`src/design/rfd_pkg.sv`:
```
// ----------------------------------------------------------------------------
// rfd_pkg
// Shared types, codes and helpers for the row finite difference block.
// ----------------------------------------------------------------------------
package rfd_pkg;

  // configuration register indexes
  localparam logic [1:0] REG_MODE        = 2'd0;
  localparam logic [1:0] REG_ROW_LENGTH  = 2'd1;
  localparam logic [1:0] REG_INV_SPACING = 2'd2;

  // mode codes
  localparam logic [1:0] MODE_PASS = 2'd0;
  localparam logic [1:0] MODE_FWD  = 2'd1;
  localparam logic [1:0] MODE_CEN  = 2'd2;
  localparam logic [1:0] MODE_FIVE = 2'd3;

  localparam int unsigned ROW_MIN     = 6;
  localparam int unsigned NUM_W       = 37;
  localparam int unsigned QUEUE_DEPTH = 4;
  localparam int unsigned QPTR_W      = $clog2(QUEUE_DEPTH);
  localparam int unsigned QCNT_W      = $clog2(QUEUE_DEPTH + 1);

  // ceil(2^35 / 3), exact quotient by 3 for values below 2^33
  localparam logic [33:0] RECIP3 = 34'h2_AAAA_AAAB;

  typedef enum logic [1:0] {
    DIV_1,
    DIV_2,
    DIV_12
  } rfd_div_e;

  // order of results caused by one sample (d: stencil slope, e: 0.75*d, e2: 0.75*e)
  typedef enum logic [2:0] {
    K_PASS,
    K_D,
    K_D_E,
    K_E_D,
    K_E2_E_D,
    K_D_E_E2
  } rfd_kind_e;

  typedef struct packed {
    logic signed [NUM_W-1:0] num;
    rfd_div_e                div;
    rfd_kind_e               kind;
    logic [31:0]             sample;
    logic                    row_end;
  } rfd_entry_t;

  typedef struct packed {
    logic [31:0] d;
    logic [31:0] e;
    logic [31:0] e2;
    rfd_kind_e   kind;
    logic        row_end;
  } rfd_res_t;

  // 3*d/4, rounded to nearest, ties away from zero
  function automatic logic [31:0] three_quarters(input logic [31:0] d);
    logic [33:0] p;
    logic [33:0] mag;
    logic [33:0] q;
    p   = {{2{d[31]}}, d} + {d[31], d, 1'b0};
    mag = p[33] ? (~p + 34'd1) : p;
    q   = (mag + 34'd2) >> 2;
    return p[33] ? (~q[31:0] + 32'd1) : q[31:0];
  endfunction

endpackage

```
`src/design/rfd_front.sv`:
```
// ----------------------------------------------------------------------------
// rfd_front
// Takes samples, keeps the sample window and row column, forms the
// difference numerator and decides which results the sample causes.
// ----------------------------------------------------------------------------
module rfd_front import rfd_pkg::*; #(
  parameter int unsigned MAX_ROW = 4096
) (
  input  logic        clk_i,
  input  logic        rst_ni,
  input  logic        accept_i,
  input  logic [31:0] sample_i,
  input  logic [1:0]  mode_i,
  input  logic [12:0] row_length_i,
  output logic        push_o,
  output rfd_entry_t  entry_o
);

  localparam int unsigned CW = $clog2(MAX_ROW);
  localparam int unsigned LW = ($clog2(MAX_ROW + 1) > 13) ? $clog2(MAX_ROW + 1) : 13;

  logic [31:0]   w0_q, w1_q, w2_q, w3_q;
  logic [CW-1:0] col_q, col_d;
  logic [LW-1:0] rl, len, colx;
  logic          last;
  logic          emits;
  logic signed [NUM_W-1:0] s, a0, a1, a2, a3;

  always_comb begin
    rl = LW'(row_length_i);
    if (rl < LW'(ROW_MIN)) begin
      len = LW'(ROW_MIN);
    end else if (rl > LW'(MAX_ROW)) begin
      len = LW'(MAX_ROW);
    end else begin
      len = rl;
    end
    colx  = LW'(col_q);
    last  = colx >= (len - LW'(1));
    col_d = last ? '0 : col_q + CW'(1);
  end

  always_comb begin
    s  = NUM_W'(signed'(sample_i));
    a0 = NUM_W'(signed'(w0_q));
    a1 = NUM_W'(signed'(w1_q));
    a2 = NUM_W'(signed'(w2_q));
    a3 = NUM_W'(signed'(w3_q));

    entry_o.sample  = sample_i;
    entry_o.row_end = last;
    entry_o.num     = '0;
    entry_o.div     = DIV_1;
    entry_o.kind    = K_PASS;
    emits           = 1'b1;
    case (mode_i)
      MODE_FWD: begin
        emits        = colx >= LW'(1);
        entry_o.num  = s - a0;
        entry_o.div  = DIV_1;
        entry_o.kind = last ? K_D_E : K_D;
      end
      MODE_CEN: begin
        emits        = colx >= LW'(2);
        entry_o.num  = s - a1;
        entry_o.div  = DIV_2;
        if (colx == LW'(2)) begin
          entry_o.kind = K_E_D;
        end else begin
          entry_o.kind = last ? K_D_E : K_D;
        end
      end
      MODE_FIVE: begin
        emits        = colx >= LW'(4);
        entry_o.num  = ((a0 - a2) <<< 3) - (s - a3);
        entry_o.div  = DIV_12;
        if (colx == LW'(4)) begin
          entry_o.kind = K_E2_E_D;
        end else begin
          entry_o.kind = last ? K_D_E_E2 : K_D;
        end
      end
      default: begin
        entry_o.kind = K_PASS;
      end
    endcase
    push_o = accept_i && emits;
  end

  always_ff @(posedge clk_i or negedge rst_ni) begin
    if (!rst_ni) begin
      w0_q  <= '0;
      w1_q  <= '0;
      w2_q  <= '0;
      w3_q  <= '0;
      col_q <= '0;
    end else if (accept_i) begin
      w0_q  <= sample_i;
      w1_q  <= w0_q;
      w2_q  <= w1_q;
      w3_q  <= w2_q;
      col_q <= col_d;
    end
  end

endmodule

```
`config.mk`:
```
export PLATFORM = sky130hd
export DESIGN_NAME = rfd_front
export DESIGN_NICKNAME = d
export VERILOG_FILES = /design/src/design/rfd_pkg.sv /design/src/design/rfd_front.sv
export SDC_FILE = /design/constraint.sdc
export NUM_CORES = 1
export LEC_CHECK = 0
export BUFFER_PORTS_ARGS = -buffer_cell sky130_fd_sc_hd__buf_2
export CAP_MARGIN = 0
export CORE_ASPECT_RATIO = 2
export CORE_MARGIN = 1.5
export CORE_UTILIZATION = 53
export CTS_CLUSTER_DIAMETER = 120
export DETAILED_ROUTE_END_ITERATION = 16
export GPL_TIMING_DRIVEN = 0
export PLACE_DENSITY_LB_ADDON = 0.08
export SYNTH_ARGS = -nofsm -noshare
export SYNTH_HDL_FRONTEND = slang
export SYNTH_SLANG_ARGS = --single-unit
```
`constraint.sdc`:
```
create_clock -name clk_i -period 12.45 [get_ports clk_i]
set_input_delay 0 -clock clk_i [delete_from_list [all_inputs] [get_ports clk_i]]
set_output_delay 0 -clock clk_i [all_outputs]
set_load 0.01 [all_outputs]
```
==> results_dict.tcl <==
set metrics [dict create \
    cts_tree "built" \
    vias_per_cell 5.90 \
    io_buffers 123 \
    startpoint "w2_q[1]" \
    cts.path.max_buffers 2 \
    clk_pin_slew_worst_paths_ps 60 \
    rsz0062_at_grt "false" \
    start_util_pct 54.2 \
    dp.cells 2272 \
    tightest_slew_ps 1130 \
    drt_iter0_drc 826 \
    critPathBufInv 3 \
    fill_cells 2533 \
    synth_edf_count 0 \
    leakage_nw 8.01 \
    overflow 0 \
    r2r_slack_ps 9170 \
    grt_max_degree 81 \
    maxCapViolCount 0 \
    grt_pass1_wl_um 75300 \
    endpoint_kind "output pin" \
    post-route-period-util_pct 55.5 \
    ioPinCount 126 \
    die_w_um 119 \
    crit_arrival_ps 6920 \
    cp_max_fo 5 \
    final_util_pct 61.8 \
    fmax_mhz 145 \
    ir_drop_mv 0.163 \
    fin_crit_ps 6920 \
    crit_family "compound AO/OA/AOI/OAI gates" \
    maxSlewHeadroom_pct 24.0 \
    yosysUniqueCellTypes 83 \
    drc 0 \
    power.density_nw_per_um2 186 \
    clkLatencyLatePin_ps 460 \
    cts_sinks 140 \
    slowest_stage "o31ai_1" \
    wl_per_cell_um 21.0 \
    gp_congestion 0.975 \
    htreeDepth 4 \
    dpl.hpwl_um 39500 \
    synth_ff_type "dfrtp_1" \
    synth_area_um2 14300 \
    grt_use_total_pct 35.4 \
    syn_inst 1804 \
    worst_slack_ps 5530 \
    r2r_cells 14 \
    setup_tns_ps 0 \
    synth_seq_area_share_pct 24.5 \
    layout.cells.most_common_list "nand2_1 (222), inv_1 (213), o21ai_0 (204)" \
    cts-root-buf "clkbuf_16" \
    start_kind "flip-flop" \
    power.total_mw 3.04 \
    status "complete, no violations" \
    die_h_um 235 \
    core_um2 26400 \
    reg2reg_to "col_q[9]" \
    finalHoldViolCount 0 \
    synth_fp_nets 2042 \
    synth.avg_cell_area_um2 7.92 \
    num_rows 84 \
    reg2reg_from "col_q[0]" \
    grt_pass1_vias 13900 \
    nNetsFinal 2218 \
    finalSetupViolCount 0 \
    firstDrtPassIters 7 \
    die-area_um2 28000 \
    worstSetupPathType "reg2out" \
    antenna_cells 0 \
    mostFrequentLayoutCell "nand2_1" \
    routed_wl_um 49100 \
    ant_nets 0 \
    cp.required_ps 12450 \
    drv_slew 0 \
    skew_ps 5.98 \
    cts-buffers-inserted 17 \
    drive_above_1_share_pct 11.4 \
    yosysWarnings 0 \
    vias 13800 \
    async_flop_share_pct 100 \
    antenna_found_initial 0 \
    instances_no_fill 2337 \
    dpl_worst_slack_ps 6080 \
    hold_path.class "in2async" \
    ys_ff_latch 140 \
    syn_to_final_growth_pct 14.0 \
    max_stage_delay_ps 820 \
]
[stage by stage]
stage	instance area, um^2	hold slack [ps]
after floorplan	14300	-296
after global placement	15300	280
after detailed placement	15400	28.2
after CTS	16300	120
after global routing	16300	156
final	16300	97.3
[cell usage after synthesis (13+ instances only)]
cell      count  share of area, %
nand2b_1     23               1.0
nor2_1       95               2.5
xnor2_1      58               3.6
clkbuf_1     46               1.2
nor2b_1      13              0.57
inv_1       213               5.6
o21ai_0     204               7.1
and3_1       16              0.70
o211ai_1     15              0.79
a21o_1       64               3.4
nor3_1       24              0.84
dfrtp_1     140                25
xor2_1       55               3.4
o21a_1       22               1.2
buf_4        33               1.7
ha_1        151                13
o21bai_1     19               1.0
a21oi_1     113               4.0
nand3_1      37               1.3
a31oi_1      17              0.74
nand2_1     222               5.8
fa_1         37               5.2
[layout make-up]
| type | instances | area (um^2) | share of cell area (%) |
|---|---|---|---|
| Sequential cell | 140 | 3500 | 21.5 |
| Clock inverter | 13 | 143 | 0.876 |
| Tap cell | 344 | 430 | 2.64 |
| Inverter | 214 | 803 | 4.93 |
| Clock buffer | 19 | 443 | 2.72 |
| Multi-Input combinational cell | 1363 | 9540 | 58.5 |
| Buffer | 87 | 450 | 2.76 |
| Timing Repair Buffer | 157 | 980 | 6.01 |
[report_power, final]
| group | internal, mW | leakage, nW | switching, mW | total (mW) |
|---|---|---|---|---|
| logic | 0.787 | 5.99 | 1.16 | 1.94 |
| clock network | 0.301 | 0.272 | 0.226 | 0.527 |
| registers | 0.513 | 1.75 | 0.0507 | 0.564 |
[logic make-up after synthesis]
group           count (synthesis)  share of synthesized area (%)
fa+ha+maj                     188                           18.4
flops                         140                           24.5
mux                            15                           1.14
xor+xnor                      113                           6.92
simple gates                  481                           15.4
buf+inv                       301                           8.77
compound gates                566                           24.9
[what timing repair did]
item	in CTS	in global routing
setup buffers	0	0
hold endpoints to repair	92	0
hold buffers	33	0
gates resized for setup	0	0
[worst max-delay path by stage]
stage	depth (start not counted)	endpoint	slack, ps
global route	25	entry_o[74]	5200
floorplan	26	entry_o[74]	7520
CTS	25	entry_o[74]	5520
global placement	25	entry_o[74]	6020
finish	25	entry_o[74]	5530
detailed placement	25	entry_o[74]	6080
[layer usage]
| layer | vias up | GRT usage [%] | part of all wire, % |
|---|---|---|---|
| met2 | 510 | 65.9 | 52 |
| met5 | - | 0 | 0 |
| met4 | 0 | 26.3 | 8.4 |
| li1 | 6577 | - | - |
| met1 | 6505 | 35.0 | 35 |
| met3 | 186 | 4.77 | 4.4 |
[flip-flops by register name, indices dropped and copies added (netlist names)]
| signal | flops |
|---|---|
| w1_q | 32 |
| w0_q | 32 |
| col_q | 12 |
| w2_q | 32 |
| w3_q | 32 |
Power figures use the tool's default switching activity.
