## config.mk

```make
export PLATFORM = sky130hd
export DESIGN_NAME = rfd_emit
export DESIGN_NICKNAME = d
export VERILOG_FILES = /design/src/design/rfd_pkg.sv /design/src/design/rfd_emit.sv
export SDC_FILE = /design/constraint.sdc
export NUM_CORES = 1
export LEC_CHECK = 0
export BUFFER_PORTS_ARGS = -buffer_cell sky130_fd_sc_hd__buf_4
export CORE_MARGIN = 2
export CORE_UTILIZATION = 53
export CTS_CLUSTER_DIAMETER = 50
export CTS_CLUSTER_SIZE = 8
export DETAILED_ROUTE_END_ITERATION = 7
export GPL_TIMING_DRIVEN = 0
export PLACE_DENSITY = 0.81
export REMOVE_ABC_BUFFERS = 1
export SLEW_MARGIN = 10
export SYNTH_ARGS = -nofsm -noshare
export SYNTH_HDL_FRONTEND = slang
export SYNTH_SLANG_ARGS = --single-unit
```

## constraint.sdc

```tcl
create_clock -name clk_i -period 4.36 [get_ports clk_i]
set_input_delay 0 -clock clk_i [delete_from_list [all_inputs] [get_ports clk_i]]
set_output_delay 0 -clock clk_i [all_outputs]
set_load 0.05 [all_outputs]
```

## src/design/rfd_pkg.sv

```systemverilog
// ----------------------------------------------------------------------------
// rfd_pkg
// Shared types, codes and helpers for the row finite difference block.
// ----------------------------------------------------------------------------
package rfd_pkg;

  // configuration register indexes
  localparam logic [1:0] REG_MODE        = 2'd0;
  localparam logic [1:0] REG_ROW_LENGTH  = 2'd1;
  localparam logic [1:0] REG_INV_SPACING = 2'd2;

  // mode codes
  localparam logic [1:0] MODE_PASS = 2'd0;
  localparam logic [1:0] MODE_FWD  = 2'd1;
  localparam logic [1:0] MODE_CEN  = 2'd2;
  localparam logic [1:0] MODE_FIVE = 2'd3;

  localparam int unsigned ROW_MIN     = 6;
  localparam int unsigned NUM_W       = 37;
  localparam int unsigned QUEUE_DEPTH = 4;
  localparam int unsigned QPTR_W      = $clog2(QUEUE_DEPTH);
  localparam int unsigned QCNT_W      = $clog2(QUEUE_DEPTH + 1);

  // ceil(2^35 / 3), exact quotient by 3 for values below 2^33
  localparam logic [33:0] RECIP3 = 34'h2_AAAA_AAAB;

  typedef enum logic [1:0] {
    DIV_1,
    DIV_2,
    DIV_12
  } rfd_div_e;

  // order of results caused by one sample (d: stencil slope, e: 0.75*d, e2: 0.75*e)
  typedef enum logic [2:0] {
    K_PASS,
    K_D,
    K_D_E,
    K_E_D,
    K_E2_E_D,
    K_D_E_E2
  } rfd_kind_e;

  typedef struct packed {
    logic signed [NUM_W-1:0] num;
    rfd_div_e                div;
    rfd_kind_e               kind;
    logic [31:0]             sample;
    logic                    row_end;
  } rfd_entry_t;

  typedef struct packed {
    logic [31:0] d;
    logic [31:0] e;
    logic [31:0] e2;
    rfd_kind_e   kind;
    logic        row_end;
  } rfd_res_t;

  // 3*d/4, rounded to nearest, ties away from zero
  function automatic logic [31:0] three_quarters(input logic [31:0] d);
    logic [33:0] p;
    logic [33:0] mag;
    logic [33:0] q;
    p   = {{2{d[31]}}, d} + {d[31], d, 1'b0};
    mag = p[33] ? (~p + 34'd1) : p;
    q   = (mag + 34'd2) >> 2;
    return p[33] ? (~q[31:0] + 32'd1) : q[31:0];
  endfunction

endpackage

```

## src/design/rfd_emit.sv

```systemverilog
// ----------------------------------------------------------------------------
// rfd_emit
// Output register: holds the values of one sample and sends its results
// one per cycle in row order, unless out_stall_i holds the output.
// ----------------------------------------------------------------------------
module rfd_emit import rfd_pkg::*; (
  input  logic        clk_i,
  input  logic        rst_ni,
  input  logic        res_valid_i,
  input  rfd_res_t    res_i,
  output logic        load_ok_o,
  output logic        out_valid_o,
  input  logic        out_stall_i,
  output logic [31:0] slope_o,
  output logic        row_end_o,
  output logic        run_last_o
);

  rfd_res_t   cur_q;
  logic       busy_q;
  logic [1:0] step_q;
  logic [1:0] n_last;
  logic       last_step;
  logic       take;

  always_comb begin
    slope_o   = cur_q.d;
    row_end_o = 1'b0;
    n_last    = 2'd0;
    case (cur_q.kind)
      K_PASS: begin
        row_end_o = cur_q.row_end;
      end
      K_D: begin
        n_last = 2'd0;
      end
      K_D_E: begin
        n_last    = 2'd1;
        slope_o   = (step_q == 2'd0) ? cur_q.d : cur_q.e;
        row_end_o = step_q == 2'd1;
      end
      K_E_D: begin
        n_last  = 2'd1;
        slope_o = (step_q == 2'd0) ? cur_q.e : cur_q.d;
      end
      K_E2_E_D: begin
        n_last  = 2'd2;
        slope_o = (step_q == 2'd0) ? cur_q.e2 : ((step_q == 2'd1) ? cur_q.e : cur_q.d);
      end
      K_D_E_E2: begin
        n_last    = 2'd2;
        slope_o   = (step_q == 2'd0) ? cur_q.d : ((step_q == 2'd1) ? cur_q.e : cur_q.e2);
        row_end_o = step_q == 2'd2;
      end
      default: begin
        n_last = 2'd0;
      end
    endcase
    last_step   = step_q == n_last;
    run_last_o  = last_step;
    out_valid_o = busy_q;
    take        = busy_q && !out_stall_i;
    load_ok_o   = !busy_q || (take && last_step);
  end

  always_ff @(posedge clk_i) begin
    if (load_ok_o && res_valid_i) begin
      cur_q <= res_i;
    end
  end

  always_ff @(posedge clk_i or negedge rst_ni) begin
    if (!rst_ni) begin
      busy_q <= 1'b0;
      step_q <= '0;
    end else if (load_ok_o) begin
      busy_q <= res_valid_i;
      step_q <= '0;
    end else if (take) begin
      step_q <= step_q + 2'd1;
    end
  end

endmodule

```

==> results.sh <==
export IMPL_area_growth_pct=46.1
export IMPL_num_antenna_cells=0
export IMPL_clock_path_buffers=2
export IMPL_synthCells=452
export IMPL_worst_slack_ps=1370
export IMPL_cts_tree="built"
export IMPL_vias=4650
export IMPL_layout_nets=784
export IMPL_cts_resized=0
export IMPL_synth_edf_count=100
export IMPL_ys_types=40
export IMPL_powerDensity_nw_per_um2=549
export IMPL_dp_hpwl_microns=8060
export IMPL_tightest_slew_ps=1140
export IMPL_crit_path_max_fanout=43
export IMPL_setup_violations=0
export IMPL_port_buffers=139
export IMPL_wirelength_microns=14800
export IMPL_ir_drop_mv=0.432
export IMPL_die_x_microns=103
export IMPL_firstDrtPassIters=5
export IMPL_ant_nets=0
export IMPL_grt_pass1_vias=4795
export IMPL_synth_main_ff_cell="edfxtp_1"
export IMPL_first_iter_violations=323
export IMPL_clk_pin_slew_ps=100
export IMPL_fillers=549
export IMPL_avgRoutedWirePerCell_microns=18.2
export IMPL_dp_slack_ps=1740
export IMPL_start_util_pct=54.0
export IMPL_leakage_nw=3.01
export IMPL_post_route_drc_count=0
export IMPL_yosysWarningCount=0
export IMPL_die_h_microns=103
export IMPL_avgSynthCellArea_sq_um=11.6
export IMPL_ios=140
export IMPL_cts_root_buf="clkbuf_8"
export IMPL_rsz0062_at_grt="false"
export IMPL_maxSlewHeadroom_pct=23.8
export IMPL_critPathKind="reg2out"
export IMPL_end_kind="output port"
export IMPL_required_ps=4360
export IMPL_status="completed"
export IMPL_antenna_found_initial=0
export IMPL_postCtsHoldBufs=104
export IMPL_core_area_sq_um=9680
export IMPL_cts_setup_buffers=0
export IMPL_cts_made_buffers=9
export IMPL_synth_seq_cells=103
export IMPL_hold_path_class="in2reg"
export IMPL_fmax_ghz=0.334
export IMPL_grt_ovfl_total=0
export IMPL_grt_pass1_wl_microns=22500
export IMPL_die_area_sq_um=10700
export IMPL_crit_arrival_ps=2990
export IMPL_synthArstFlopShare_pct=2.91
export IMPL_cts_sinks=103
export IMPL_slew_violations=0
export IMPL_row_count=36
export IMPL_critPathLaunchType="flip-flop"
export IMPL_h_tree_depth=3
export IMPL_skew_ps=8.61
export IMPL_final_util_pct=78.9
export IMPL_gp_congestion=0.754
export IMPL_yosysSeqAreaShare_pct=58.9
export IMPL_cap_violations=0
export IMPL_clock_latency_ps=370
export IMPL_viasPerCell=5.71
export IMPL_hold_viol=0
export IMPL_grtUsageTotal_pct=28.2
export IMPL_min_period_over_period_pct=68.6
export IMPL_period_minus_slack_ps=2990
export IMPL_syn_area_sq_um=5230
export IMPL_grt_max_degree=89
export IMPL_drive_gt1_share_pct=27.3
-- routing by layer --
| layer | wire length [microns] | global-route usage (%) | up-vias |
|---|---|---|---|
| met5 | 0 | 0 | - |
| met4 | 337 | 10.0 | 0 |
| met3 | 1040 | 8.27 | 30 |
| met2 | 7980 | 51.9 | 213 |
| met1 | 5470 | 30.8 | 2243 |
| li1 | - | - | 2164 |
-- worst max-delay path, stage by stage, from the launching register on --
cell and delay, ps:
dfrtp_1 490, inv_1 170, ha_4 470, xor2_1 350, o21ba_2 600, a22oi_1 180, nand2_1 120, buf_4 210
-- synthesized netlist by cell type, types with 2 or more instances --
cell type,instances,area (sq um)
buf_1,2,7.51
buf_4,2,15.0
nand3b_1,2,15.0
clkbuf_1,13,48.8
buf_6,2,22.5
a31oi_1,24,150
inv_1,26,97.6
o21ai_0,32,160
mux2i_1,2,20.0
nor3b_1,2,15.0
buf_2,16,80.1
edfxtp_1,100,3000
mux2_2,17,191
nand2b_1,48,300
nor2b_1,2,12.5
ha_1,3,37.5
dfrtp_1,3,75.1
xor2_1,2,17.5
a221oi_1,23,201
a22oi_1,31,233
nor2_1,3,11.3
a221o_1,8,80.1
a21oi_1,26,130
nand2_1,46,173
nor3_1,2,10.0
-- where the power goes --
part           switching [W]  total (W)  internal (W)
sequential         0.0000978    0.00138       0.00128
combinational        0.00144    0.00221      0.000773
clock               0.000335   0.000602      0.000267
total                0.00187    0.00419       0.00232
-- layout by cell type (no fill, tap or decap), types with 2 or more instances in the layout --
cell type	Yosys	routed
a221oi_1	23	23
buf_4	2	141
nand2_1	46	46
a21oi_1	26	26
mux2i_1	2	2
clkinv_2	0	2
nand2b_1	48	48
a221o_1	8	8
ha_4	0	2
nand3b_1	2	2
dfrtp_1	3	3
nor3_1	2	2
buf_16	0	2
clkbuf_8	0	9
edfxtp_1	100	100
xor2_1	2	2
inv_1	26	26
nor2b_1	2	2
inv_6	0	2
a31oi_1	24	24
nor2_1	3	2
o21ai_0	32	32
dlygate4sd3_1	0	104
a22oi_1	31	31
mux2_2	17	17
-- cell type report --
cell class              count  area, sq um  area share [%]
flip-flops and latches    103         3080            40.3
repair buffers            249         2190            28.6
multi-input cells         287         1910            25.1
well taps                 133          166            2.18
clock buffers               9          124            1.62
inverters                  27          101            1.33
clock inverters             7         70.1           0.917
-- flip-flops by register name, summed over array words and instances, names as in the netlist --
register	cells
cur_q	100
step_q	2
out_valid_o	1
-- through the flow --
| stage | hold WS [ps] | total power, W | instances | TNS, ps | area (sq um) |
|---|---|---|---|---|---|
| floorplan | -296 | 0.00285 | 417 | -69800 | 5050 |
| global placement | -210 | 0.00338 | 689 | -104200 | 6260 |
| detailed placement | -206 | 0.00349 | 695 | 0 | 6400 |
| CTS | 310 | 0.00416 | 815 | 0 | 7640 |
| global route | 309 | 0.00443 | 815 | 0 | 7640 |
| finish | 327 | 0.00419 | 815 | 0 | 7640 |
-- path summary, 6_finish.rpt --
check                       startpoint          end  slack, ps  cells after the start
max                          step_q[0]   slope_o[2]       1370                      7
max in group asynchronous       rst_ni  out_valid_o       3690                      3
max reg2reg                   cur_q[2]    cur_q[44]       1710                      5
min                          res_i[32]    cur_q[32]        330                      2
min reg2reg                out_valid_o    step_q[1]        560                      1
min in group asynchronous       rst_ni    step_q[1]        510                      3
-- cell families after synthesis --
logic type | synth area share [%]
adders and majority gates | 0.718
buffers and inverters | 5.27
AOI/OAI and AO/OA | 19.7
DFF | 58.9
muxes | 4.04
and+or+nand+nor | 11.0
xor gates and xnor gates | 0.335
No activity file was read; power rests on OpenSTA's default activity.
