### src/design/rfd_pkg.sv
// ----------------------------------------------------------------------------
// rfd_pkg
// Shared types, codes and helpers for the row finite difference block.
// ----------------------------------------------------------------------------
package rfd_pkg;

  // configuration register indexes
  localparam logic [1:0] REG_MODE        = 2'd0;
  localparam logic [1:0] REG_ROW_LENGTH  = 2'd1;
  localparam logic [1:0] REG_INV_SPACING = 2'd2;

  // mode codes
  localparam logic [1:0] MODE_PASS = 2'd0;
  localparam logic [1:0] MODE_FWD  = 2'd1;
  localparam logic [1:0] MODE_CEN  = 2'd2;
  localparam logic [1:0] MODE_FIVE = 2'd3;

  localparam int unsigned ROW_MIN     = 6;
  localparam int unsigned NUM_W       = 37;
  localparam int unsigned QUEUE_DEPTH = 4;
  localparam int unsigned QPTR_W      = $clog2(QUEUE_DEPTH);
  localparam int unsigned QCNT_W      = $clog2(QUEUE_DEPTH + 1);

  // ceil(2^35 / 3), exact quotient by 3 for values below 2^33
  localparam logic [33:0] RECIP3 = 34'h2_AAAA_AAAB;

  typedef enum logic [1:0] {
    DIV_1,
    DIV_2,
    DIV_12
  } rfd_div_e;

  // order of results caused by one sample (d: stencil slope, e: 0.75*d, e2: 0.75*e)
  typedef enum logic [2:0] {
    K_PASS,
    K_D,
    K_D_E,
    K_E_D,
    K_E2_E_D,
    K_D_E_E2
  } rfd_kind_e;

  typedef struct packed {
    logic signed [NUM_W-1:0] num;
    rfd_div_e                div;
    rfd_kind_e               kind;
    logic [31:0]             sample;
    logic                    row_end;
  } rfd_entry_t;

  typedef struct packed {
    logic [31:0] d;
    logic [31:0] e;
    logic [31:0] e2;
    rfd_kind_e   kind;
    logic        row_end;
  } rfd_res_t;

  // 3*d/4, rounded to nearest, ties away from zero
  function automatic logic [31:0] three_quarters(input logic [31:0] d);
    logic [33:0] p;
    logic [33:0] mag;
    logic [33:0] q;
    p   = {{2{d[31]}}, d} + {d[31], d, 1'b0};
    mag = p[33] ? (~p + 34'd1) : p;
    q   = (mag + 34'd2) >> 2;
    return p[33] ? (~q[31:0] + 32'd1) : q[31:0];
  endfunction

endpackage

### src/design/rfd_queue.sv
// ----------------------------------------------------------------------------
// rfd_queue
// Short first-in first-out queue between the front and the back part.
// ----------------------------------------------------------------------------
module rfd_queue import rfd_pkg::*; (
  input  logic       clk_i,
  input  logic       rst_ni,
  input  logic       push_i,
  input  rfd_entry_t entry_i,
  input  logic       pop_i,
  output rfd_entry_t head_o,
  output logic       empty_o,
  output logic       full_o
);

  rfd_entry_t        mem_q [QUEUE_DEPTH];
  logic [QPTR_W-1:0] wr_q, rd_q;
  logic [QCNT_W-1:0] count_q, count_d;

  always_comb begin
    empty_o = count_q == '0;
    full_o  = count_q == QCNT_W'(QUEUE_DEPTH);
    head_o  = mem_q[rd_q];
    count_d = count_q + QCNT_W'(push_i) - QCNT_W'(pop_i);
  end

  always_ff @(posedge clk_i) begin
    if (push_i) begin
      mem_q[wr_q] <= entry_i;
    end
  end

  always_ff @(posedge clk_i or negedge rst_ni) begin
    if (!rst_ni) begin
      wr_q    <= '0;
      rd_q    <= '0;
      count_q <= '0;
    end else begin
      if (push_i) begin
        wr_q <= wr_q + QPTR_W'(1);
      end
      if (pop_i) begin
        rd_q <= rd_q + QPTR_W'(1);
      end
      count_q <= count_d;
    end
  end

  a_count_bound: assert property (@(posedge clk_i) disable iff (!rst_ni)
    count_q <= QCNT_W'(QUEUE_DEPTH))
    else $error("queue count past depth");

  a_no_push_full: assert property (@(posedge clk_i) disable iff (!rst_ni)
    push_i |-> !full_o)
    else $error("push into full queue");

  a_no_pop_empty: assert property (@(posedge clk_i) disable iff (!rst_ni)
    pop_i |-> !empty_o)
    else $error("pop from empty queue");

  a_count_track: assert property (@(posedge clk_i) disable iff (!rst_ni)
    (push_i && !pop_i) |=> count_q == $past(count_q) + QCNT_W'(1))
    else $error("queue count lost a push");

endmodule

### config.mk
export PLATFORM = sky130hd
export DESIGN_NAME = rfd_queue
export DESIGN_NICKNAME = d
export VERILOG_FILES = /design/src/design/rfd_pkg.sv /design/src/design/rfd_queue.sv
export SDC_FILE = /design/constraint.sdc
export NUM_CORES = 1
export LEC_CHECK = 0
export BUFFER_PORTS_ARGS = -buffer_cell sky130_fd_sc_hd__buf_4
export CORE_ASPECT_RATIO = 1.5
export CORE_MARGIN = 2
export CORE_UTILIZATION = 32
export CTS_BUF_LIST = sky130_fd_sc_hd__clkbuf_4
export DETAILED_ROUTE_END_ITERATION = 8
export HOLD_SLACK_MARGIN = 0.1
export PLACE_DENSITY = 0.59
export SETUP_SLACK_MARGIN = 0.4
export SLEW_MARGIN = 15
export SYNTH_ARGS = -nofsm -noshare
export SYNTH_HDL_FRONTEND = slang
export SYNTH_SLANG_ARGS = --single-unit
### constraint.sdc
create_clock -name clk_i -period 3.8 [get_ports clk_i]
set_input_delay 0.38 -clock clk_i [delete_from_list [all_inputs] [get_ports clk_i]]
set_output_delay 0.38 -clock clk_i [all_outputs]
set_load 0.02 [all_outputs]
==> results of run 1 <==
==> kinds of logic (layout without fill, tap and decap cells) <==
kind of cell | count (synthesis) | in the layout | share of synthesized area (%)
flip-flops | 307 | 307 | 81.70
multiplexers | 75 | 75 | 15.03
buffers and inverters | 23 | 379 | 1.603
AND/OR/NAND/NOR | 8 | 8 | 0.3896
adder cells (fa/ha/maj) | 7 | 7 | 0.8459
XOR/XNOR | 5 | 5 | 0.3897
AO/OA/AOI/OAI | 1 | 1 | 0.04448
other | 0 | 2 | 0
==> through the flow <==
step	setup slack, ns	hold WS, ns	instance area (sq um)	cells
after detailed placement	1.306	0.1996	12960	1047
after global routing	0.4374	0.3341	14710	1256
after CTS	0.4906	0.2954	14680	1254
after floorplan	0.9917	0.08441	11240	426
final	0.6854	0.4091	14710	1257
after global placement	1.333	0.1934	12960	1047
==> state kept, by name, summed over array words and instances (netlist names) <==
| signal | count |
|---|---|
| mem_q | 300 |
| wr_q | 2 |
| rd_q | 2 |
| count_q | 3 |
==> cell usage after synthesis <==
master | n | area share (%)
sky130_fd_sc_hd__edfxtp_1 | 300 | 80
sky130_fd_sc_hd__mux4_2 | 75 | 15
sky130_fd_sc_hd__dfrtp_1 | 7 | 1.6
sky130_fd_sc_hd__ha_1 | 6 | 0.67
sky130_fd_sc_hd__inv_1 | 6 | 0.20
sky130_fd_sc_hd__buf_2 | 5 | 0.22
sky130_fd_sc_hd__and2_1 | 4 | 0.22
sky130_fd_sc_hd__buf_12 | 4 | 0.71
sky130_fd_sc_hd__buf_4 | 4 | 0.27
sky130_fd_sc_hd__buf_1 | 3 | 0.10
sky130_fd_sc_hd__xor2_1 | 3 | 0.23
sky130_fd_sc_hd__nand2_1 | 2 | 0.067
sky130_fd_sc_hd__xnor2_1 | 2 | 0.16
sky130_fd_sc_hd__and3_1 | 1 | 0.056
sky130_fd_sc_hd__buf_6 | 1 | 0.10
sky130_fd_sc_hd__fa_1 | 1 | 0.18
sky130_fd_sc_hd__nor3_1 | 1 | 0.044
sky130_fd_sc_hd__o21ai_0 | 1 | 0.044
==> final timing paths <==
kind	from	to	slack, ns	cells after the start
max	rd_q[0]	head_o[64]	0.69	3
min	entry_i[15]	mem_q[2][15]	0.41	2
min reg2reg	wr_q[0]	wr_q[0]	0.54	1
max reg2reg	wr_q[0]	mem_q[0][67]	1.80	4
max in group asynchronous	rst_ni	rd_q[0]	2.85	3
min in group asynchronous	rst_ni	rd_q[1]	0.66	3
==> repair_timing <==
item,4_1_cts,5_1_grt
gates resized for setup,0,0
hold buffers,79,0
endpoints found under the hold margin,312,0
endpoints found under the setup margin,0,0
==> area by class of cell <==
type	count	area [sq um]	area share, %
clock inverters	23	141.4	0.9612
flip-flops and latches	307	9191	62.49
well taps	473	591.8	4.023
inverters	6	22.52	0.1531
repair buffers	245	2082	14.15
multi-input cells	96	1887	12.83
clock buffers	105	788.3	5.359
diodes	2	5.005	0.03403
==> power by group through the flow <==
stage               clock (W)  combinational [W]  sequential [W]
floorplan                   0            0.00246         0.00463
global placement            0            0.00351         0.00493
detailed placement          0            0.00355         0.00498
CTS                   0.00276            0.00363         0.00490
global route          0.00291            0.00390         0.00484
finish                0.00264            0.00365         0.00477
==> routing by layer <==
metal,share of wire (%),up-vias
met5,0.052,-
met4,3.1,2
met3,4.9,44
met2,55,148
met1,37,2906
li1,-,2482
==> qor.txt, run 1 <==
Clk slew on worst S/H paths = 0.07 ns
HPWL Detailed = 13.50 mm
Cell count after synthesis = 426
Cell family contributing the most delay on the critical path = flip-flops
Critical path class = flip-flop to output pin
Post CTS Setup Buffer Count = 0
Met3 track demand over resource in global routing = 3.766%
Critical-path cell list = buf_12, mux4_2, buf_4
Area growth from synthesis to final layout = 30.85%
Total power divided by cell area = 751.8 nW/um^2
Net switching power figure = 0.003490 W
Internal power summed over all cells = 0.007568 W
End-of-flow core utilization = 42.15%
Count of cell types in the netlist = 18
Leakage component of the power = 5.141 nW
Fraction of final layout cells with drive strength greater than 1 = 45.52%
Result of the run = complete, no violations
Final clock period utilization by the worst path = 81.96%
Count of input and output buffers = 155
Count of routing violations after the opening detailed-route iteration = 276
Setup TNS after final layout = 0 ns
Initial antenna violation count = 3
Slowest cell on crit path = sky130_fd_sc_hd__dfrtp_4
Clock share of power = 23.9%
Final count of negative-setup-slack endpoints = 0
Net switching fraction of the power = 31.56%
Post-synthesis sequential area ratio = 81.70%
Total global-route track usage = 12.79%
Post-detailed-route DRC marker count = 0
Clock latency on the worst-skew pair = 0.72 ns
Number of flip-flops and latches in the synthesized netlist = 307
Combined area of all synthesized cells = 11240 sq um
Class of the most critical hold timing path = primary input to flip-flop
Initial standard-cell utilization of the core = 32.21%
Share of total power in combinational logic = 33.0%
Number of slew-limit violations in the final report = 0
NumNets Final = 816
Proportion of power drawn by flip-flops and latches = 43.1%
Mapped Avg Cell Area = 26.39 sq um
Worst IR drop on VDD = 0.0003526 V
Max-cap violation count = 0
Met2 GRT Util = 22.64%
Buffer cell driving the clock tree root = sky130_fd_sc_hd__clkbuf_4
Gr busiest metal = met2
Antenna violation net count after detailed routing = 0
Total global routing overflow = 0
CP Data Required Time = 3.42 ns
Max clock buf depth = 3
Relative max-transition margin = 46.67%
FILL cells = 3132
Count of H-tree levels built during CTS = 3
Yosys warns = 0
Largest fanout on the critical path = 36
Most used cells in the layout excluding fill and tap cells = sky130_fd_sc_hd__edfxtp_1, sky130_fd_sc_hd__buf_4, sky130_fd_sc_hd__clkbuf_4, sky130_fd_sc_hd__dlygate4sd3_1, sky130_fd_sc_hd__mux4_2
Power after layout = 0.01106 W
Area of the die = 36670 sq um
Largest net degree at the start of global routing = 77
Number of buffers added by the clock tree synthesis step = 74
Overall via count from detail_route = 5582
Clock tree sinks = 307
Sum of routed wire length over all layers = 23.01 mm
Via count of the first global-routing pass = 6221
Element type at the critical path end = output pin
Width of the die = 157.0 microns
Die Span Y = 233.5 microns
Arrival time of data at the critical path endpoint = 2.73 ns
Highest achievable clock rate = 321.1 MHz
Drt first pass iters = 4
Area of the core = 34890 sq um
Most common cell after layout, fill and taps aside = sky130_fd_sc_hd__edfxtp_1
Critical path's largest stage delay = 0.95 ns
Clk_skew = 0.03336 ns
RSZ-0062 raised after global routing = no
Site row count = 84
Crit path buf inv count = 2
Number of failing hold endpoints at the final stage = 0
TritonCTS clock tree = built
Slew at the pin closest to its max-slew limit = 0.7999 ns
Synthesized Nets = 512
Crit path time final = 3.115 ns
Top-level I/O count = 156
Per-cell via count in the routed design = 4.441
Post-DR wirelength/cell = 18.31 microns
Final weighted congestion in routability-driven placement = 0.6981
GRT met1 Usage = 13.43%
Global-route wire length before repair = 34.37 mm
Critical Path Start Type = flip-flop
Note: power is estimated with default switching activity, not from simulation.
==> run 2: changes to the inputs <==
--- a/config.mk
+++ b/config.mk
@@ -12,7 +12,7 @@
 export CTS_BUF_LIST = sky130_fd_sc_hd__clkbuf_4
 export DETAILED_ROUTE_END_ITERATION = 8
 export HOLD_SLACK_MARGIN = 0.1
-export PLACE_DENSITY = 0.59
+export PLACE_DENSITY = 0.6
 export SETUP_SLACK_MARGIN = 0.4
 export SLEW_MARGIN = 15
 export SYNTH_ARGS = -nofsm -noshare
==> constraint.sdc (replaced) <==
create_clock -name clk_i -period 2.52 [get_ports clk_i]
set_input_delay 0.252 -clock clk_i [delete_from_list [all_inputs] [get_ports clk_i]]
set_output_delay 0.252 -clock clk_i [all_outputs]
set_load 0.02 [all_outputs]
==> run 2 against run 1 <==
Compared with the run above: first-iteration DRC count is 16% lower; register-to-register slack worse by 0.95 ns; power is 66% higher; worst hold slack worse by 0.17 ns; global-route usage is 0.52 points higher; largest power group is now combinational logic; the run now ends with setup timing left; clock-buffer cell count stayed put; utilization is 2.1 points higher; via count is 2.1% higher.
==> qor.txt, run 2 (synthesized netlist as in run 1, its figures left out) <==
Die Span Y = 233.5 microns (unchanged)
Highest achievable clock rate = 395.6 MHz
Slew at the pin closest to its max-slew limit = 0.4969 ns (-0.3030 ns)
Final cell area excluding filler cells = 15440 sq um (+5.0%)
Antenna violation net count after detailed routing = 0 (unchanged)
Power after layout = 0.01833 W (+66%)
Final clock period utilization by the worst path = 100.3%
Max-cap violation count = 0 (unchanged)
Worst Setup Slack post-DPL = 0.5721 ns (-0.7337 ns)
Clock share of power = 23.4% (-0.5 points)
Crit path time final = 2.528 ns
Max reg flops = 300 (unchanged)
Leakage component of the power = 5.454 nW (+6.1%)
Area of the core = 34890 sq um (unchanged)
Leading registers by flop count = mem_q x300, count_q x3
Site row count = 84 (unchanged)
Per-cell via count in the routed design = 4.447 (+0.15%)
Number of failing hold endpoints at the final stage = 0 (unchanged)
Top-level I/O count = 156 (unchanged)
Global-route wire length before repair = 35.43 mm (+3.1%)
Relative max-transition margin = 66.87% (+20 points)
Total power divided by cell area = 1187 nW/um^2 (+58%)
Result of the run = complete, but fails checks
Fraction of final layout cells with drive strength greater than 1 = 47.64% (+2.1 points)
Area of the die = 36670 sq um (unchanged)
Post-DR wirelength/cell = 19.05 microns (+4.1%)
Class of the most critical hold timing path = primary input to flip-flop
Buffer cell driving the clock tree root = sky130_fd_sc_hd__clkbuf_4
CP Data Required Time = 2.27 ns (-1.15 ns)
Count of input and output buffers = 155 (unchanged)
Post-detailed-route DRC marker count = 0 (unchanged)
Overall via count from detail_route = 5697 (+2.1%)
Total global routing overflow = 0 (unchanged)
Arrival time of data at the critical path endpoint = 2.28 ns (-0.45 ns)
Max clock buf depth = 3 (unchanged)
Most used cells in the layout excluding fill and tap cells = sky130_fd_sc_hd__edfxtp_1, sky130_fd_sc_hd__clkbuf_4, sky130_fd_sc_hd__buf_4, sky130_fd_sc_hd__dlygate4sd3_1, sky130_fd_sc_hd__buf_6
Proportion of power drawn by flip-flops and latches = 37.9% (-5.2 points)
Worst IR drop on VDD = 0.001033 V (+190%)
Failing checks = setup timing
Initial antenna violation count = 6 (+3)
Internal power summed over all cells = 0.01265 W (+67%)
Count of H-tree levels built during CTS = 3 (unchanged)
Critical path class = flip-flop to output pin
Count of routing violations after the opening detailed-route iteration = 232 (-16%)
Top reg by flops = mem_q
Number of slew-limit violations in the final report = 0 (unchanged)
Net switching fraction of the power = 30.97% (-0.59 points)
Total global-route track usage = 13.31% (+0.52 points)
Final critical-path setup slack = -0.007919 ns (-0.6934 ns)
Element type at the critical path end = output pin
Width of the die = 157.0 microns (unchanged)
Clock latency on the worst-skew pair = 0.75 ns (+0.03 ns)
Net switching power figure = 0.005677 W (+63%)
TritonCTS clock tree = built
Final count of negative-setup-slack endpoints = 2 (+2)
Clk_skew = 0.05200 ns (+0.01864 ns)
Most common cell after layout, fill and taps aside = sky130_fd_sc_hd__edfxtp_1
Sum of routed wire length over all layers = 24.41 mm (+6.1%)
RSZ-0062 raised after global routing = yes
HPWL Detailed = 13.54 mm (+0.29%)
Initial standard-cell utilization of the core = 32.21% (unchanged)
DP Area = 13070 sq um (+0.89%)
Number of buffers added by the clock tree synthesis step = 75 (+1.4%)
Largest fanout on the critical path = 7 (-81%)
Critical Path Start Type = flip-flop
Clock tree sinks = 307 (unchanged)
Largest net degree at the start of global routing = 76 (-1.3%)
Area growth from synthesis to final layout = 37.37%
Clk slew on worst S/H paths = 0.07 ns (about the same)
NumNets Final = 834 (+2.2%)
Drt first pass iters = 4 (unchanged)
Via count of the first global-routing pass = 6483 (+4.2%)
Final weighted congestion in routability-driven placement = 0.6881 (-1.4%)
Share of total power in combinational logic = 38.6% (+5.6 points)
==> run 2: cell types whose count changed in the layout (fill, tap and decap cells not counted) <==
cell / delta
sky130_fd_sc_hd__diode_2: +2
sky130_fd_sc_hd__clkbuf_16: +4
sky130_fd_sc_hd__buf_16: +3
sky130_fd_sc_hd__clkinv_2: +5
sky130_fd_sc_hd__buf_12: +7
sky130_fd_sc_hd__bufinv_16: +2
sky130_fd_sc_hd__buf_8: +1
sky130_fd_sc_hd__inv_2: +3
sky130_fd_sc_hd__buf_4: -77
sky130_fd_sc_hd__clkinv_1: -5
sky130_fd_sc_hd__buf_6: +79
==> run 2: stage by stage <==
| step | hold WS [ns] | utilization (%) | TNS [ns] | std cells |
|---|---|---|---|---|
| floorplan | -0.04359 | - | 0 | 426 |
| global placement | 0.06667 | 37.46 | 0 | 1049 |
| detailed placement | 0.06975 | 37.46 | 0 | 1049 |
| CTS | 0.1562 | 43.27 | -4.187 | 1272 |
| global route | 0.1484 | 44.24 | -8.784 | 1280 |
| finish | 0.2368 | 44.25 | -0.01570 | 1281 |
==> run 2: critical path, cell delays in order, from the launching register on <==
cell	delay, ns
sky130_fd_sc_hd__dfrtp_4	0.47
sky130_fd_sc_hd__clkbuf_16	0.19
sky130_fd_sc_hd__buf_12	0.14
sky130_fd_sc_hd__mux4_2	0.55
sky130_fd_sc_hd__buf_6	0.16
==> run 2: repair_timing <==
action | 4_1_cts | 5_1_grt
gates resized for setup | 26 | 57
hold buffers | 79 | 0
endpoints found under the hold margin | 328 | 0
cloned | 1 | 4
setup endpoints to repair | 75 | 75
buffers inserted | 10 | 1
==> run 2: area by class of cell <==
type / count / area, sq um
clock inverters: 28 / 219.0
flip-flops and latches: 307 / 9191
fillers: 3040 / 19450
clock buffers: 105 / 788.3
diodes: 4 / 10.01
repair buffers: 262 / 2731
multi-input cells: 96 / 1887
inverters: 6 / 22.52
well taps: 473 / 591.8
==> run 2: path summary, 6_finish.rpt <==
kind                                 start            to  slack [ns]  depth (start not counted)
max in group asynchronous           rst_ni       rd_q[0]        1.80                          3
worst min-delay path            entry_i[6]   mem_q[0][6]        0.24                          2
min in group asynchronous           rst_ni       wr_q[0]        0.44                          3
worst max-delay path               rd_q[0]    head_o[17]      -0.008                          4
worst max register to register     wr_q[1]  mem_q[1][36]        0.85                          4
worst min register to register     wr_q[0]       wr_q[0]        0.54                          1
==> run 2: routing by layer <==
metal | wire, microns | track usage [%]
met5 | 29 | 0
met4 | 665 | 7.273
met3 | 1162 | 4.045
met2 | 13720 | 24.00
met1 | 8831 | 13.64
==> run 2: power groups by stage <==
| stage | clock network [W] | logic, W | registers, W |
|---|---|---|---|
| after floorplan | 0 | 0.00371 | 0.00694 |
| after global placement | 0 | 0.00573 | 0.00715 |
| after detailed placement | 0 | 0.00579 | 0.00722 |
| after CTS | 0.00446 | 0.00655 | 0.00696 |
| after global routing | 0.00474 | 0.00752 | 0.00703 |
| final | 0.00430 | 0.00708 | 0.00695 |
==> run 3: changes to the inputs <==
--- a/config.mk
+++ b/config.mk
@@ -6,13 +6,15 @@
 export NUM_CORES = 1
 export LEC_CHECK = 0
 export BUFFER_PORTS_ARGS = -buffer_cell sky130_fd_sc_hd__buf_4
+export CELL_PAD_IN_SITES_DETAIL_PLACEMENT = 1
+export CELL_PAD_IN_SITES_GLOBAL_PLACEMENT = 2
 export CORE_ASPECT_RATIO = 1.5
 export CORE_MARGIN = 2
 export CORE_UTILIZATION = 32
 export CTS_BUF_LIST = sky130_fd_sc_hd__clkbuf_4
 export DETAILED_ROUTE_END_ITERATION = 8
 export HOLD_SLACK_MARGIN = 0.1
-export PLACE_DENSITY = 0.6
+export PLACE_DENSITY = 0.68
 export SETUP_SLACK_MARGIN = 0.4
 export SLEW_MARGIN = 15
 export SYNTH_ARGS = -nofsm -noshare
==> constraint.sdc (replaced) <==
create_clock -name clk_i -period 3.2 [get_ports clk_i]
set_input_delay 0.32 -clock clk_i [delete_from_list [all_inputs] [get_ports clk_i]]
set_output_delay 0.32 -clock clk_i [all_outputs]
set_load 0.02 [all_outputs]
==> run 3 against run 2 <==
Compared with the run above: sequential share of layout area increased by 2.8 points; design area decreased by 4.4%; global-route usage up 0.81 points; register-to-register slack improved by 0.25 ns; clock power shrank 27%; worst hold slack gained 0.099 ns; wire length grew 2.3%; non-clock buffer count fell by 14; first-iteration DRC count rose by 19%; highest routed layer unchanged; critical path depth decreased by 1; the flow now finishes without violations; critical path type unchanged; cell count is 1.7% lower; clock skew down 0.014 ns.
==> qor.txt, run 3 (synthesized netlist as in run 1, its figures left out) <==
Resized Gates After CTS = 0 (-100%)
Final count of negative-setup-slack endpoints = 0 (-2)
Number of slew-limit violations in the final report = 0 (unchanged)
Critical path class = flip-flop to output pin
Max reg flops = 300 (unchanged)
End-of-flow core utilization = 42.28% (-2.0 points)
Initial antenna violation count = 6 (unchanged)
Fraction of final layout cells with drive strength greater than 1 = 46.42% (-1.2 points)
Largest net degree at the start of global routing = 59 (-22%)
Initial standard-cell utilization of the core = 32.21% (unchanged)
Top reg by flops = mem_q
Max clock buf depth = 3 (unchanged)
Worst hold slack = 0.3361 ns (+0.09933 ns)
Area of the core = 34890 sq um (unchanged)
NumNets Final = 821 (-1.6%)
Number of failing hold endpoints at the final stage = 0 (unchanged)
Antenna violation net count after detailed routing = 0 (unchanged)
Site row count = 84 (unchanged)
Most common cell after layout, fill and taps aside = sky130_fd_sc_hd__edfxtp_1
Highest achievable clock rate = 386.8 MHz
Crit path time final = 2.585 ns
Area of the die = 36670 sq um (unchanged)
Drt first pass iters = 4 (unchanged)
Result of the run = complete, no violations
Slowest cell on crit path = sky130_fd_sc_hd__dfrtp_4
Number of buffers added by the clock tree synthesis step = 76 (+1.3%)
Relative max-transition margin = 59.46% (-7.4 points)
Largest fanout on the critical path = 43 (+36)
Class of the most critical hold timing path = primary input to flip-flop
Clock share of power = 23.9% (+0.5 points)
Final clock period utilization by the worst path = 80.79%
Setup TNS after final layout = 0 ns (+0.01570 ns)
Proportion of power drawn by flip-flops and latches = 41.5% (+3.6 points)
Leading registers by flop count = mem_q x300, count_q x3
FILL cells = 3404 (+12%)
TritonCTS clock tree = built
Total power divided by cell area = 899.0 nW/um^2 (-24%)
Post-DR wirelength/cell = 19.83 microns (+4.1%)
Total global-route track usage = 14.12% (+0.81 points)
Total global routing overflow = 0 (unchanged)
Per-cell via count in the routed design = 4.488 (+0.93%)
Slew at the pin closest to its max-slew limit = 0.6081 ns (+0.1112 ns)
RSZ-0062 raised after global routing = no
Internal power summed over all cells = 0.009027 W (-29%)
HPWL Detailed = 14.45 mm (+6.7%)
Die Span Y = 233.5 microns (unchanged)
Via count of the first global-routing pass = 6664 (+2.8%)
Max-cap violation count = 0 (unchanged)
Critical Path Start Type = flip-flop
Clock latency on the worst-skew pair = 0.74 ns (about the same)
Global-route wire length before repair = 37.81 mm (+6.7%)
Area growth from synthesis to final layout = 31.26%
Number of cells in the design after placement = 1048 (-0.095%)
Count of H-tree levels built during CTS = 3 (unchanged)
Worst IR drop on VDD = 0.0004790 V (-54%)
Width of the die = 157.0 microns (unchanged)
Leakage component of the power = 5.168 nW (-5.2%)
Final critical-path setup slack = 0.6146 ns (+0.6225 ns)
Top-level I/O count = 156 (unchanged)
Critical-path cell list = buf_12, mux4_2, buf_4
Final weighted congestion in routability-driven placement = 0.6728 (-2.2%)
Clock tree sinks = 307 (unchanged)
Share of total power in combinational logic = 34.6% (-4.0 points)
Arrival time of data at the critical path endpoint = 2.27 ns (about the same)
Sum of routed wire length over all layers = 24.96 mm (+2.3%)
Worst Setup Slack post-DPL = 1.035 ns (+0.4629 ns)
Count of input and output buffers = 155 (unchanged)
Most used cells in the layout excluding fill and tap cells = sky130_fd_sc_hd__edfxtp_1, sky130_fd_sc_hd__buf_4, sky130_fd_sc_hd__clkbuf_4, sky130_fd_sc_hd__dlygate4sd3_1, sky130_fd_sc_hd__mux4_2
Final non-filler cell total = 1259 (-1.7%)
Overall via count from detail_route = 5651 (-0.81%)
Buffer cell driving the clock tree root = sky130_fd_sc_hd__clkbuf_4
Net switching power figure = 0.004237 W (-25%)
Critical path's largest stage delay = 0.64 ns (+0.09 ns)
Clk slew on worst S/H paths = 0.07 ns (about the same)
Clk_skew = 0.03849 ns (-0.01350 ns)
CP Data Required Time = 2.88 ns (+0.61 ns)
Count of routing violations after the opening detailed-route iteration = 276 (+19%)
Post-detailed-route DRC marker count = 0 (unchanged)
Net switching fraction of the power = 31.94% (+0.97 points)
Element type at the critical path end = output pin
-- run 3: cell count changes in the layout (fill, tap and decap cells not counted), sizes merged --
cell    previous run  this run
clkbuf           109       104
buf              179       169
clkinv            21        16
bufinv             4         2
-- run 3: cell type report --
| type | count | area, sq um | share of cell area [%] |
|---|---|---|---|
| flip-flops and latches | 307 | 9191 | 62.30 |
| repair buffers | 248 | 2135 | 14.47 |
| multi-input cells | 96 | 1887 | 12.79 |
| clock buffers | 104 | 780.7 | 5.292 |
| well taps | 473 | 591.8 | 4.011 |
| clock inverters | 21 | 136.4 | 0.9244 |
| inverters | 6 | 22.52 | 0.1526 |
| diodes | 4 | 10.01 | 0.06784 |
-- run 3: layer usage --
metal  global-route usage, %  vias to the layer above  wire, microns
li1                        -                     2491              -
met1                   15.26                     2941           9445
met2                   25.21                      152          13670
met3                   4.119                       61           1099
met4                   6.705                        6            711
met5                       0                        -             38
-- run 3: path summary, 6_finish.rpt --
path,slack (ns),depth (start not counted),endpoint,from
setup reg to reg,1.10,4,mem_q[2][23],wr_q[0]
hold reg to reg,0.56,1,wr_q[0],wr_q[0]
max in group asynchronous,2.27,3,rd_q[1],rst_ni
setup / recovery,0.61,3,head_o[13],rd_q[1]
min in group asynchronous,0.59,3,rd_q[0],rst_ni
hold / removal,0.34,2,mem_q[2][39],entry_i[39]
-- run 3: power by group through the flow --
stage / sequential (W) / clock, W / combinational (W)
final: 0.00551 / 0.00316 / 0.00459
after global routing: 0.00558 / 0.00348 / 0.00490
after CTS: 0.00553 / 0.00330 / 0.00472
after detailed placement: 0.00571 / 0 / 0.00447
after global placement: 0.00564 / 0 / 0.00440
after floorplan: 0.00548 / 0 / 0.00292
-- run 3: critical path: cells and delay by family (launching register included) --
family                 cells  cell delay [ns]
DFF                        1             0.64
buffers and inverters      2             0.50
muxes                      1             0.39
-- run 3: per-stage QoR --
stage | total power, W | instance area (sq um)
5_1_grt | 0.01396 | 14750
4_1_cts | 0.01355 | 14740
3_5_place_dp | 0.01018 | 13000
6_report | 0.01326 | 14750
2_1_floorplan | 0.008404 | 11240
3_3_place_gp | 0.01004 | 13000
-- run 3: repair_timing --
action	CTS	global route
buffers inserted	3	0
hold buffers	79	0
endpoints found under the setup margin	75	0
endpoints found under the hold margin	313	0
